### src/rabs_pkg.sv
// shared types and constants for the running-average background subtractor
// no dependencies; imported by the front, back and top-level modules
package rabs_pkg;

    // frame geometry and field widths
    localparam int PIXEL_COUNT = 524288;
    localparam int PIX_IDX_W   = 19;
    localparam int PIX_W       = 8;
    localparam int CHAN_COUNT  = 3;
    localparam int CNT_W       = 8;
    localparam int ALPHA_W     = 9;
    localparam int CFG_IDX_W   = 3;
    localparam int CFG_DATA_W  = 9;

    // background memory: one word per pixel, counter above the three channels
    localparam int MEM_AW = (PIXEL_COUNT > 1) ? $clog2(PIXEL_COUNT) : 1;
    localparam int WORD_W = CHAN_COUNT * PIX_W + CNT_W;

    // front-to-back queue
    localparam int QUEUE_DEPTH = 4;
    localparam int QPTR_W      = (QUEUE_DEPTH > 1) ? $clog2(QUEUE_DEPTH) : 1;
    localparam int QCNT_W      = $clog2(QUEUE_DEPTH + 1);

    // input action codes
    localparam logic ACT_LOAD    = 1'b0;
    localparam logic ACT_PROCESS = 1'b1;

    // full-scale alpha in Q8
    localparam logic [ALPHA_W-1:0] ALPHA_ONE = ALPHA_W'(256);

    typedef enum logic [1:0] {
        OP_LOAD    = 2'd0,
        OP_PROCESS = 2'd1,
        OP_SKIP    = 2'd2
    } op_t;

    typedef struct packed {
        op_t                                op;
        logic [PIX_IDX_W-1:0]               idx;
        logic [CHAN_COUNT-1:0][PIX_W-1:0]   chan;
    } item_t;

    typedef struct packed {
        logic [PIX_W-1:0]   diff_threshold;
        logic [ALPHA_W-1:0] blend_alpha_q8;
        logic               selective_update;
        logic [CNT_W-1:0]   absorb_limit;
        logic               color_mode;
    } cfg_t;

    // queue head as seen by the back end
    typedef struct packed {
        logic  valid;
        item_t item;
    } head_t;

endpackage

### src/rabs_front.sv
// front end: accepts pixel items, classifies them and queues them
// depends on rabs_pkg
module rabs_front
    import rabs_pkg::*;
(
    input  logic                 clk,
    input  logic                 rst_n,
    input  logic                 in_valid,
    output logic                 in_ready,
    input  logic                 action,
    input  logic [PIX_IDX_W-1:0] pixel_index,
    input  logic [PIX_W-1:0]     chan0,
    input  logic [PIX_W-1:0]     chan1,
    input  logic [PIX_W-1:0]     chan2,
    output head_t                head,
    input  logic                 pop
);

    item_t               queue_mem [QUEUE_DEPTH];
    logic [QPTR_W-1:0]   wr_ptr_reg;
    logic [QPTR_W-1:0]   wr_ptr_next;
    logic [QPTR_W-1:0]   rd_ptr_reg;
    logic [QPTR_W-1:0]   rd_ptr_next;
    logic [QCNT_W-1:0]   count_reg;
    logic [QCNT_W-1:0]   count_next;
    logic                push;
    logic                in_range;
    item_t               new_item;

    // classify: out-of-frame index gives an all-zero result and no store access
    always_comb
    begin
        in_range = 32'(pixel_index) < 32'(PIXEL_COUNT);
        new_item.idx = pixel_index;
        new_item.chan = {chan2, chan1, chan0};
        if (!in_range)
        begin
            new_item.op = OP_SKIP;
        end
        else if (action == ACT_LOAD)
        begin
            new_item.op = OP_LOAD;
        end
        else
        begin
            new_item.op = OP_PROCESS;
        end
    end

    assign in_ready = (count_reg != QCNT_W'(QUEUE_DEPTH));
    assign push     = in_valid && in_ready;

    always_comb
    begin
        wr_ptr_next = wr_ptr_reg;
        rd_ptr_next = rd_ptr_reg;
        count_next  = count_reg;
        if (push)
        begin
            wr_ptr_next = (wr_ptr_reg == QPTR_W'(QUEUE_DEPTH - 1)) ? '0 : wr_ptr_reg + 1'b1;
        end
        if (pop)
        begin
            rd_ptr_next = (rd_ptr_reg == QPTR_W'(QUEUE_DEPTH - 1)) ? '0 : rd_ptr_reg + 1'b1;
        end
        if (push && !pop)
        begin
            count_next = count_reg + 1'b1;
        end
        else if (pop && !push)
        begin
            count_next = count_reg - 1'b1;
        end
    end

    always_ff @(posedge clk or negedge rst_n)
    begin
        if (!rst_n)
        begin
            wr_ptr_reg <= '0;
            rd_ptr_reg <= '0;
            count_reg  <= '0;
        end
        else
        begin
            wr_ptr_reg <= wr_ptr_next;
            rd_ptr_reg <= rd_ptr_next;
            count_reg  <= count_next;
        end
    end

    always_ff @(posedge clk)
    begin
        if (push)
        begin
            queue_mem[wr_ptr_reg] <= new_item;
        end
    end

    assign head.valid = (count_reg != '0);
    assign head.item  = queue_mem[rd_ptr_reg];

endmodule

### config.mk
export PLATFORM = sky130hd
export DESIGN_NAME = rabs_front
export DESIGN_NICKNAME = d
export VERILOG_FILES = /design/src/rabs_pkg.sv /design/src/rabs_front.sv
export SDC_FILE = /design/constraint.sdc
export NUM_CORES = 1
export LEC_CHECK = 0
export BUFFER_PORTS_ARGS = -buffer_cell sky130_fd_sc_hd__buf_2
export CELL_PAD_IN_SITES_DETAIL_PLACEMENT = 1
export CELL_PAD_IN_SITES_GLOBAL_PLACEMENT = 1
export CORE_UTILIZATION = 50
export DETAILED_ROUTE_END_ITERATION = 10
export MAX_ROUTING_LAYER = met4
export PLACE_DENSITY = 0.78
export SETUP_SLACK_MARGIN = 0.1
export SLEW_MARGIN = 5
export SYNTH_ARGS = -nofsm -noshare
export SYNTH_HDL_FRONTEND = slang
export SYNTH_SLANG_ARGS = --single-unit
export TNS_END_PERCENT = 1
### constraint.sdc
create_clock -name clk -period 2.72 [get_ports clk]
set_clock_uncertainty 0.2 [all_clocks]
set_input_delay 0.136 -clock clk [delete_from_list [all_inputs] [get_ports clk]]
set_output_delay 0.136 -clock clk [all_outputs]
set_load 0.01 [all_outputs]
# --- Word level (Yosys, flattened, before mapping) ---
# Memories as Yosys holds them, arrays and structs flattened.
# Cells that the tools add are included.
classes:
  add_sub_neg: 4
  eq_ne: 3
  muxes: 7
  reduce_logical: 7
ops:
  columns: ["operator", "n"]
  rows:
  - ["3-bit two-way mux", 2]
  - ["2-bit by 1-bit adder with 2-bit output (second input constant)", 2]
  - ["2-bit equality test (second input constant)", 2]
  - ["2-bit two-way mux", 2]
  - ["3-bit by 1-bit adder with 3-bit output (second input constant)", 1]
  - ["1-bit logical AND", 3]
  - ["1-bit two-way mux", 3]
  - ["3-bit != test (second input constant)", 1]
  - ["3-bit nonzero test", 1]
  - ["3-bit by 1-bit subtractor with 3-bit output (second input constant)", 1]
  - ["1-bit zero test", 2]
  - ["2-bit nonzero test", 1]
word_totals:
  ff_bits: 7
  ram_bits: 176
  inputBits: 48
  wordCells: 25
  mem_count: 1
mem_list:
  columns: ["name", "depth", "word_bits", "rd", "rd_clocked_by_memory_dff", "wr", "line_no", "source"]
  rows:
  - ["queue_mem", 4, 44, 1, 0, 1, "rabs_front.sv:19", "item_t queue_mem [QUEUE_DEPTH];"]

# --- Longest topological paths before layout ---
# Gate-level depths: netlist of run 1.
logic_depth:
  depth_word: 6
  ltp_mapped: 8
  ltp_nobuf: 8

# --- Least setup slack after synthesis of run 1 ---
# Ideal clock, no wire load.
synth_timing:
  kind: "register to register"
  from: "reg count_reg[1]"
  to: "reg count_reg[1]"
  setup_ns: 0.125
  arrival_time_ns: 1.912
  required_time_ns: 2.395
  slack_ns: 0.483
  path_stages_with_launch: 7
  period_less_slack_ns: 2.237
  cell_sequence: "dfrtp_1 > or3b_4 > and2_4 > ha_1 > inv_1 > fa_1 > mux2_2"
synth_lines:
  columns: ["element", "line_no", "source"]
  rows:
  - ["from (decl)", "rabs_front.sv:24", "logic [QCNT_W-1:0] count_reg;"]
  - ["from (signal assigned)", "rabs_front.sv:88", "count_reg <= count_next;"]
  - ["3-bit != test", "rabs_front.sv:50", "assign in_ready = (count_reg != QCNT_W'(QUEUE_DEPTH));"]
  - ["net in_ready", "rabs_front.sv:9", "output logic in_ready,"]
  - ["1-bit logical AND", "rabs_front.sv:51", "assign push = in_valid && in_ready;"]
  - ["net push", "rabs_front.sv:26", "logic push;"]
  - ["1-bit logical AND", "rabs_front.sv:66", "if (push && !pop)"]
  - ["3-bit two-way mux", "rabs_front.sv:66", null]
  - ["net count_next[1]", "rabs_front.sv:25", "logic [QCNT_W-1:0] count_next;"]
# The timed path passes the listed nets, and every way through them passes these cells. The select of a mux whose other input is x is not followed.
# A chain may end at the register's enable or synchronous reset.

==> results by group, run 1 <==
Place
  – GP Congestion: 0.705
  – I/O Buffers: 93
  – HPWL after DPL: 7580 um

Global routing
  – GRT overflow: 0
  – First-pass GRT wire length: 19000 um
  – Antenna violations before repair: 0
  – Vias in the first global route: 3482
  – Largest net degree at the start of global routing: 34
  – Total GRT Usage: 0.195

STA
  – Fin. Hold Viols: 0
  – Tcrit/Tclk final: 0.889
  – Worst slew margin: 0.633
  – Count of final setup violators: 0
  – Worst-margin pin slew: approximately 0.55 ns
  – Max Slew Vio Count: 0
  – Max Freq: 414 MHz
  – Unrepaired setup endpoints after global routing: false
  – Hold_ws: 0.266 ns
  – Min Tclk post-route: about 2.4 ns
  – Setup_tns: 0 ns

Cells and area
  – Layout area overhead: 26.9%
  – Number of inserted diodes: 0
  – FILL cells: roughly 1100
  – Fraction of layout cells with a size suffix above 1: 0.422
  – Number of flip-flops in the largest register: 176
  – Layout net count: 479

Clock network
  – Hold_buf cts: 48
  – Sink Count: 183
  – H-Tree Depth: 4
  – Resized cells post-CTS: 0
  – Latest clock arrival within the worst-skew pair: between 0.4 and 0.5 ns
  – Total CTS buffers: 17
  – Post-CTS setup buffer count: 0
  – CTS Buffer Depth: 2
  – CTS tree: done
  – Clock transition at path regs: 0.06 ns
  – Root buf cell: clkbuf_16

Pwr
  – Internal power: about 0.0066 W
  – Leakage power: just over 3 nW
  – PwrDens: 1050 nW/um^2
  – Seq pwr share: 0.444
  – Clk pwr share: 0.271
  – Logic pwr share: 0.285
  – Switching part of the total: 0.275
  – Switching Power: 0.00249 W
  – Worst IR Drop VDD: 0.585 mV

Detailed routing
  – DR iter-0 viols: between 200 and 250
  – Final wirelength: 12500 um
  – Drt via density: ~5.3
  – DR DRC count: 0
  – First-pass iteration count of the detailed router: 4
  – DR WL/cell: around 20 um
  – Routed Antenna Nets: 0
  – Vias: roughly 3200

Floorplan
  – Total die area: 14000 um^2
  – Row count: between 40 and 50
  – Die Ht: 119 um
  – Core footprint: 13200 um^2
  – Initial core utilization: 0.513
  – Die width: 119 um
  – I/O pins: 95

Worst setup path
  – Worst Path Required: about 2.4 ns
  – Crit. End Element: output pin
  – Crit. Startpoint: rd_ptr_reg[0]
  – R2R setup slack: 0.40 ns
  – Crit Path Class: flip-flop to output pin
  – CP Data Arrival Time: 2.08 ns
  – Critical path startpoint category: flip-flop
  – RR Startpoint: count_reg[1]
  – Crit-path max FO: 17

Hold path
  – HP Start: pixel_index[11]
  – Worst Hold Class: input port to flip-flop

Run
  – MaxCap Viol Count: 0

Logic synthesis
  – Synth unique cells: 20
  – Syn_nets: about 320
  – Largest family of logic cells by synthesized area: multiplexers
  – Synthesized area: about 6800 um^2
  – Register area share after synthesis: 0.804
  – Complex-gate fraction of the synthesized area: 0
  – Yosys Warn Count: 0
  – Mux cell area share after synthesis: 0.155
  – Xor/xnor share of the synthesized area: 0.00387
  – Syn avg cell area: roughly 25 um^2
  – Cells after synthesis: 268
  – Adder-cell share of the synthesized area: 0.0140
  – Simple-gate area share of the yosys netlist: 0.0101
  – #FFs+latches synth: 183

Status
  – Status: completed
==> logic make-up (layout without fill, tap and decap cells) <==
logic type,after synthesis,in the layout
and+or+nand+nor,10,10
muxes,49,49
xor gates and xnor gates,3,3
buffers and inverters,15,183
adders and majority gates,7,7
other,1,1
DFF,183,183
==> per-stage QoR <==
stage | area [um^2] | power (W) | utilization | std cells | worst slack, ns
floorplan | 6790 | 0.00562 | - | 268 | 0.483
global placement | 7540 | 0.00656 | 0.570 | 533 | 0.462
detailed placement | 7540 | 0.00666 | 0.570 | 533 | 0.401
CTS | 8610 | 0.00917 | 0.651 | 612 | 0.251
global route | 8610 | 0.00944 | 0.651 | 612 | 0.192
finish | 8610 | 0.00905 | 0.651 | 612 | 0.302
==> power by group through the flow <==
stage / clock, W / combinational (W) / sequential, W
after floorplan: 0 / 0.00173 / 0.00389
after global placement: 0 / 0.00254 / 0.00403
after detailed placement: 0 / 0.00257 / 0.00409
after CTS: 0.00249 / 0.00264 / 0.00404
after global routing: 0.00259 / 0.00277 / 0.00408
final: 0.00245 / 0.00258 / 0.00402
==> layout make-up <==
type                    instances  area [um^2]  share of cell area
inverters                       4         15.0             0.00174
clock inverters                12          159              0.0184
flip-flops and latches        183         5470               0.634
multi-input cells              70         1250               0.145
clock buffers                  19          433              0.0503
well taps                     176          220              0.0256
repair buffers                148         1070               0.125
==> cells in the final DEF (no fill, tap or decap), types with 2 or more instances in the layout <==
master	count
buf_12	6
ha_1	6
clkinv_2	4
dfrtp_1	5
nor2_1	3
inv_1	4
buf_2	93
clkbuf_1	2
clkinv_1	3
bufinv_16	4
dlygate4sd3_1	48
mux2_2	3
mux2_4	2
and3_2	4
edfxtp_1	176
mux4_2	44
clkbuf_16	17
xor2_1	2
==> path summary, 6_finish.rpt <==
path | endpoint | cells past startpoint
max | head[27] | 3
min | queue_mem[2][35] | 2
max reg2reg | count_reg[1] | 6
min reg2reg | count_reg[2] | 1
max in group asynchronous | rd_ptr_reg[0] | 3
min in group asynchronous | count_reg[0] | 3
==> metal layers <==
layer,track usage,up-vias,wire [um]
met5,-,-,0
met4,0.0752,0,202
met3,0.0367,18,484
met2,0.299,92,6200
met1,0.263,1665,5620
li1,-,1439,-
==> worst max-delay path: stages (launching register included) <==
cell     delay, ns
dfrtp_4       0.66
buf_4         0.28
mux4_2        0.55
buf_2         0.16
==> cell usage after synthesis <==
library cell,instances,area share
and2_4,1,0.0013
and3_2,4,0.0044
buf_1,1,0.00055
buf_2,3,0.0022
buf_4,5,0.0055
clkbuf_1,2,0.0011
conb_1,1,0.00055
dfrtp_1,7,0.026
edfxtp_1,176,0.78
fa_1,1,0.0029
ha_1,6,0.011
inv_1,4,0.0022
mux2_2,3,0.0050
mux2_4,2,0.0044
mux4_2,44,0.15
nor2_1,3,0.0017
or3_2,1,0.0011
or3b_4,1,0.0017
xnor2_1,1,0.0013
xor2_1,2,0.0026
No activity file was read; power rests on OpenSTA's default activity.
==> run 2, diff against run 1 <==
--- a/config.mk
+++ b/config.mk
@@ -8,10 +8,11 @@
 export BUFFER_PORTS_ARGS = -buffer_cell sky130_fd_sc_hd__buf_2
 export CELL_PAD_IN_SITES_DETAIL_PLACEMENT = 1
 export CELL_PAD_IN_SITES_GLOBAL_PLACEMENT = 1
-export CORE_UTILIZATION = 50
+export CORE_UTILIZATION = 52
+export CTS_BUF_LIST = sky130_fd_sc_hd__clkbuf_8
 export DETAILED_ROUTE_END_ITERATION = 10
 export MAX_ROUTING_LAYER = met4
-export PLACE_DENSITY = 0.78
+export PLACE_DENSITY = 0.81
 export SETUP_SLACK_MARGIN = 0.1
 export SLEW_MARGIN = 5
 export SYNTH_ARGS = -nofsm -noshare
==> run 2 against run 1 <==
Against the previous run:
- sequential share of layout area increased by 1.7 points
- worst hold slack worse by 0.039 ns
- total power is 8.2% lower
- core utilization increased by 1.2 points
- first-iteration DRC count grew 24%
- clock power down 33%
- non-clock buffer count is 4 higher
- via count up 0.68%
- largest power group unchanged
==> results by group, run 2 (same netlist as run 1, synthesis figures left out) <==
STA
  – Worst slew margin: 0.531 (-0.102)
  – Setup_tns: 0 ns (unchanged)
  – Max Slew Vio Count: 0 (unchanged)
  – Min Tclk post-route: 2.43 ns (+0.0146 ns)
  – Fin. Hold Viols: 0 (unchanged)
  – Worst-margin pin slew: 0.704 ns (+0.153 ns)
  – Max Freq: 411 MHz (-0.60%)
  – Unrepaired setup endpoints after global routing: false
  – Count of final setup violators: 0 (unchanged)
  – Tcrit/Tclk final: 0.894 (+0.00538)
  – Worst Slack Setup Final: 0.287 ns (-0.0146 ns)

Cells and area
  – Most frequent cells in the layout: edfxtp_1 (176), buf_2 (93), dlygate4sd3_1 (48)
  – FILL cells: 1064 (-4.7%)
  – Number of inserted diodes: 0 (unchanged)
  – Layout net count: 483 (+0.84%)
  – Post-Layout Cell Count: 613 (+0.16%)
  – Fraction of layout cells with a size suffix above 1: 0.424 (+0.00202)
  – Layout area overhead: 23.6%
  – Number of flip-flops in the largest register: 176 (unchanged)
  – Most common cell after layout, fill and taps aside: edfxtp_1

Run
  – MaxCap Viol Count: 0 (unchanged)

Detailed routing
  – Vias: 3236 (+0.68%)
  – First-pass iteration count of the detailed router: 4 (unchanged)
  – Final wirelength: 12800 um (+2.2%)
  – DR WL/cell: 20.9 um (+2.1%)
  – Drt via density: 5.28 (+0.52%)
  – DR DRC count: 0 (unchanged)
  – DR iter-0 viols: 300 (+24%)
  – Routed Antenna Nets: 0 (unchanged)

Global routing
  – GRT overflow: 0 (unchanged)
  – Antenna violations before repair: 0 (unchanged)
  – Total GRT Usage: 0.215 (+0.0204)
  – Vias in the first global route: 3606 (+3.6%)
  – Largest net degree at the start of global routing: 41 (+21%)
  – First-pass GRT wire length: 19600 um (+3.3%)

Floorplan
  – Total die area: 13500 um^2 (-3.8%)
  – Initial core utilization: 0.536 (+0.0231)
  – Core footprint: 12700 um^2 (-4.3%)
  – Die width: 116 um (-1.9%)
  – Die Ht: 116 um (-1.9%)
  – I/O pins: 95 (unchanged)
  – Row count: 41 (-2.4%)

Worst setup path
  – Crit Path Class: flip-flop to output pin
  – RR Startpoint: count_reg[0]
  – CP Data Arrival Time: 2.10 ns (+0.02 ns)
  – Crit-path max FO: 29 (+12)
  – Crit. End Element: output pin
  – Worst Path Required: 2.38 ns (about the same)
  – Crit. Startpoint: rd_ptr_reg[1]
  – Worst r2r path cells: 6 (unchanged)
  – Critical path startpoint category: flip-flop

Status
  – Status: completed

Pwr
  – PwrDens: 990 nW/um^2 (-5.8%)
  – Worst IR Drop VDD: 0.653 mV (+12%)
  – Leakage power: 2.97 nW (-1.9%)

Clock network
  – CTS tree: done
  – Resized cells post-CTS: 0 (unchanged)
  – Latest clock arrival within the worst-skew pair: 0.45 ns (+0.03 ns)
  – Sink Count: 183 (unchanged)
  – CTS Buffer Depth: 2 (unchanged)
  – Total CTS buffers: 17 (unchanged)
  – Root buf cell: clkbuf_8
  – H-Tree Depth: 4 (unchanged)
  – Clock transition at path regs: 0.08 ns (+0.02 ns)

Place
  – GP Congestion: 0.770 (+9.2%)
  – Placed insts: 532 (-0.19%)
  – Post-Place Setup Slack: 0.399 ns (-0.00267 ns)
  – HPWL after DPL: 7970 um (+5.2%)
  – I/O Buffers: 93 (unchanged)

Hold path
  – Worst Hold Path Cells: 2 (unchanged)
  – Worst Hold Class: input port to flip-flop
  – HP Start: pixel_index[3]
## run 2: cell types whose count changed in the layout (fill, tap and decap cells not counted)
cell	previous run	this run
buf_12	6	3
buf_16	0	1
buf_4	1	7
bufinv_16	4	1
clkbuf_1	2	0
clkbuf_16	17	0
clkbuf_8	0	21
clkinv_1	3	0
clkinv_2	4	3
clkinvlp_4	1	0
inv_1	4	11
## run 2: timing repair
action                                  CTS  global route
setup buffers                             1             0
hold buffers                             48             0
endpoints found under the setup margin    2             0
endpoints found under the hold margin   192             0
## run 2: layout make-up
type / instances / area, um^2 / area share
multi-input combinational: 70 / 1250 / 0.149
sequential: 183 / 5470 / 0.651
clock inverter: 11 / 71.3 / 0.00850
tap: 172 / 215 / 0.0256
inverter: 4 / 15.0 / 0.00179
timing repair buffer: 152 / 1090 / 0.129
clock buffer: 21 / 289 / 0.0344
## run 2: stage by stage
step / utilization / hold slack, ns / instance area [um^2] / power, W
2_1_floorplan: - / -0.360 / 6790 / 0.00562
3_3_place_gp: 0.594 / -0.217 / 7520 / 0.00653
3_5_place_dp: 0.594 / -0.211 / 7520 / 0.00666
4_1_cts: 0.662 / 0.195 / 8390 / 0.00842
5_1_grt: 0.662 / 0.217 / 8390 / 0.00870
6_report: 0.662 / 0.228 / 8390 / 0.00830
## run 2: layer usage
metal	wire, um	part of all wire	global-route usage
met5	0	0	-
met4	199	0.016	0.0863
met3	356	0.028	0.0457
met2	6830	0.53	0.356
met1	5400	0.42	0.261
## run 2: worst paths after layout
path                                     to  slack, ns
setup / recovery                    head[0]       0.29
hold / removal             queue_mem[3][27]       0.23
setup reg to reg               count_reg[1]       0.38
hold reg to reg                count_reg[2]       0.32
max in group asynchronous     rd_ptr_reg[0]       1.62
min in group asynchronous      count_reg[0]       0.43
## run 2: where the power goes
group | internal (W) | switching, W
sequential | 0.00373 | 0.000320
combinational | 0.00134 | 0.00127
clock | 0.000795 | 0.000851
total | 0.00586 | 0.00244
## run 2: worst max-delay path, stage by stage, from the launching register on
cell	delay [ns]
dfrtp_2	0.83
buf_4	0.33
mux4_2	0.32
buf_2	0.16
==> run 3, diff against run 2 <==
--- a/config.mk
+++ b/config.mk
@@ -6,13 +6,13 @@
 export NUM_CORES = 1
 export LEC_CHECK = 0
 export BUFFER_PORTS_ARGS = -buffer_cell sky130_fd_sc_hd__buf_2
-export CELL_PAD_IN_SITES_DETAIL_PLACEMENT = 1
-export CELL_PAD_IN_SITES_GLOBAL_PLACEMENT = 1
-export CORE_UTILIZATION = 52
+export CELL_PAD_IN_SITES_DETAIL_PLACEMENT = 0
+export CELL_PAD_IN_SITES_GLOBAL_PLACEMENT = 2
+export CORE_UTILIZATION = 46
 export CTS_BUF_LIST = sky130_fd_sc_hd__clkbuf_8
 export DETAILED_ROUTE_END_ITERATION = 10
 export MAX_ROUTING_LAYER = met4
-export PLACE_DENSITY = 0.81
+export PLACE_DENSITY = 0.8
 export SETUP_SLACK_MARGIN = 0.1
 export SLEW_MARGIN = 5
 export SYNTH_ARGS = -nofsm -noshare
==> run 3 against run 2 <==
Against the previous run:
- the run now ends with DRC left
- flip-flop and latch count did not move
- core utilization fell by 7.9 points
- worst setup slack got worse by 0.020 ns
- clock power rose by 18%
- sequential power fell by 1%
- first-iteration DRC count fell by 57%
- cell count rose by 2.0%
- fmax fell by 0.80%
- die area rose by 13%
- critical path depth did not move
- non-clock buffer count did not move
- largest power group unchanged
==> results by group, run 3 (same netlist as run 1, synthesis figures left out) <==
STA
  – Unrepaired setup endpoints after global routing: false
  – Max Freq: 408 MHz (-0.80%)
  – Setup_tns: 0 ns (unchanged)
  – Worst slew margin: 0.532 (+0.000868)
  – Max Slew Vio Count: 0 (unchanged)
  – Worst Slack Setup Final: 0.268 ns (-0.0196 ns)
  – Min Tclk post-route: 2.45 ns (+0.0196 ns)
  – Count of final setup violators: 0 (unchanged)
  – Tcrit/Tclk final: 0.902 (+0.00721)
  – Worst-margin pin slew: 0.702 ns (-0.00130 ns)
  – Fin. Hold Viols: 0 (unchanged)

Cells and area
  – FILL cells: 1067 (+0.28%)
  – Final core occ: 0.583 (-0.0791)
  – Number of inserted diodes: 0 (unchanged)
  – Most common cell after layout, fill and taps aside: edfxtp_1
  – Post-Layout Cell Count: 625 (+2.0%)
  – Most frequent cells in the layout: edfxtp_1 (176), buf_2 (93), dlygate4sd3_1 (48)
  – Number of flip-flops in the largest register: 176 (unchanged)
  – Layout area overhead: 24.4%
  – Fraction of layout cells with a size suffix above 1: 0.438 (+0.0136)
  – Layout net count: 483 (unchanged)

Pwr
  – Worst IR Drop VDD: 0.765 mV (+17%)
  – PwrDens: 1000 nW/um^2 (+1.5%)
  – Total power: 0.00848 W (+2.1%)
  – Leakage power: 2.95 nW (-0.83%)

Worst setup path
  – Crit. End Element: output pin
  – Crit-path max FO: 24 (-17%)
  – Critical path startpoint category: flip-flop
  – Worst Path Required: 2.38 ns (about the same)
  – CP Data Arrival Time: 2.12 ns (+0.02 ns)
  – R2R setup slack: 0.39 ns (about the same)
  – Crit Path Class: flip-flop to output pin

Clock network
  – Latest clock arrival within the worst-skew pair: 0.45 ns (about the same)
  – CTS tree: done
  – Resized cells post-CTS: 0 (unchanged)
  – CTS Buffer Depth: 2 (unchanged)
  – Total CTS buffers: 17 (unchanged)
  – Root buf cell: clkbuf_8
  – Sink Count: 183 (unchanged)
  – Clock transition at path regs: 0.09 ns (about the same)
  – H-Tree Depth: 4 (unchanged)

Floorplan
  – Initial core utilization: 0.469 (-0.0669)
  – Die Ht: 123 um (+6.2%)
  – Total die area: 15200 um^2 (+13%)
  – Row count: 44 (+7.3%)
  – Die width: 123 um (+6.2%)
  – I/O pins: 95 (unchanged)
  – Core footprint: 14500 um^2 (+14%)

Detailed routing
  – Drt via density: 5.18 (-1.8%)
  – First-pass iteration count of the detailed router: 7 (+3)
  – Routed Antenna Nets: 0 (unchanged)
  – DR WL/cell: 18.4 um (-12%)
  – Vias: 3239 (+0.093%)
  – DR iter-0 viols: 130 (-57%)
  – Final wirelength: 11500 um (-9.9%)
  – DR DRC count: 1 (+1)

Global routing
  – GRT overflow: 0 (unchanged)
  – Antenna violations before repair: 0 (unchanged)
  – Vias in the first global route: 3293 (-8.7%)
  – Largest net degree at the start of global routing: 45 (+9.8%)
  – Total GRT Usage: 0.167 (-0.0484)
  – First-pass GRT wire length: 17200 um (-12%)

Place
  – I/O Buffers: 93 (unchanged)
  – HPWL after DPL: 6640 um (-17%)
  – Post-Place Setup Slack: 0.396 ns (-0.00225 ns)
  – GP Congestion: 0.703 (-8.8%)
  – Placed insts: 544 (+2.3%)

Run
  – MaxCap Viol Count: 0 (unchanged)

Hold path
  – Worst Hold Class: input port to flip-flop

Status
  – Failing checks: DRC
  – Status: complete, but fails checks
==> run 3: where the power goes <==
| group | internal, W | switching (W) |
|---|---|---|
| clock | 0.00100 | 0.000936 |
| combinational | 0.00128 | 0.00125 |
| sequential | 0.00373 | 0.000276 |
==> run 3: final cells by class <==
type	count	area [um^2]	area share
Timing Repair Buffer	152	1050	0.124
Sequential cell	183	5470	0.647
Inverter	4	15.0	0.00178
Multi-Input combinational cell	70	1250	0.148
Tap cell	184	230	0.0273
Clock inverter	15	201	0.0239
Clock buffer	17	234	0.0277
==> run 3: repair_timing <==
item,CTS,global route
endpoints found under the setup margin,7,0
hold buffers,48,0
endpoints found under the hold margin,188,0
setup buffers,1,0
==> run 3: final timing paths <==
check                                from          endpoint  depth (start not counted)
hold / removal             pixel_index[6]  queue_mem[0][30]                          2
max in group asynchronous           rst_n     rd_ptr_reg[0]                          3
hold reg to reg              count_reg[2]      count_reg[2]                          1
setup / recovery            rd_ptr_reg[1]          head[22]                          3
min in group asynchronous           rst_n     rd_ptr_reg[1]                          3
setup reg to reg             count_reg[1]      count_reg[1]                          6
==> run 3: routing by layer <==
layer	global-route usage	vias to the layer above	share of wire
met5	-	-	0
met4	0.0798	0	0.018
met3	0.0429	21	0.044
met2	0.256	95	0.49
met1	0.208	1672	0.45
li1	-	1451	-
==> run 3: worst max-delay path, stage by stage (launching register included) <==
cell and delay (ns):
dfrtp_2 0.78, buf_4 0.36, mux4_2 0.34, buf_2 0.16
==> run 3: metrics by stage <==
step | hold WS (ns) | cell area (um^2)
after floorplan | -0.360 | 6790
after global placement | -0.221 | 7510
after detailed placement | -0.220 | 7510
after CTS | 0.191 | 8440
after global routing | 0.210 | 8440
final | 0.231 | 8440
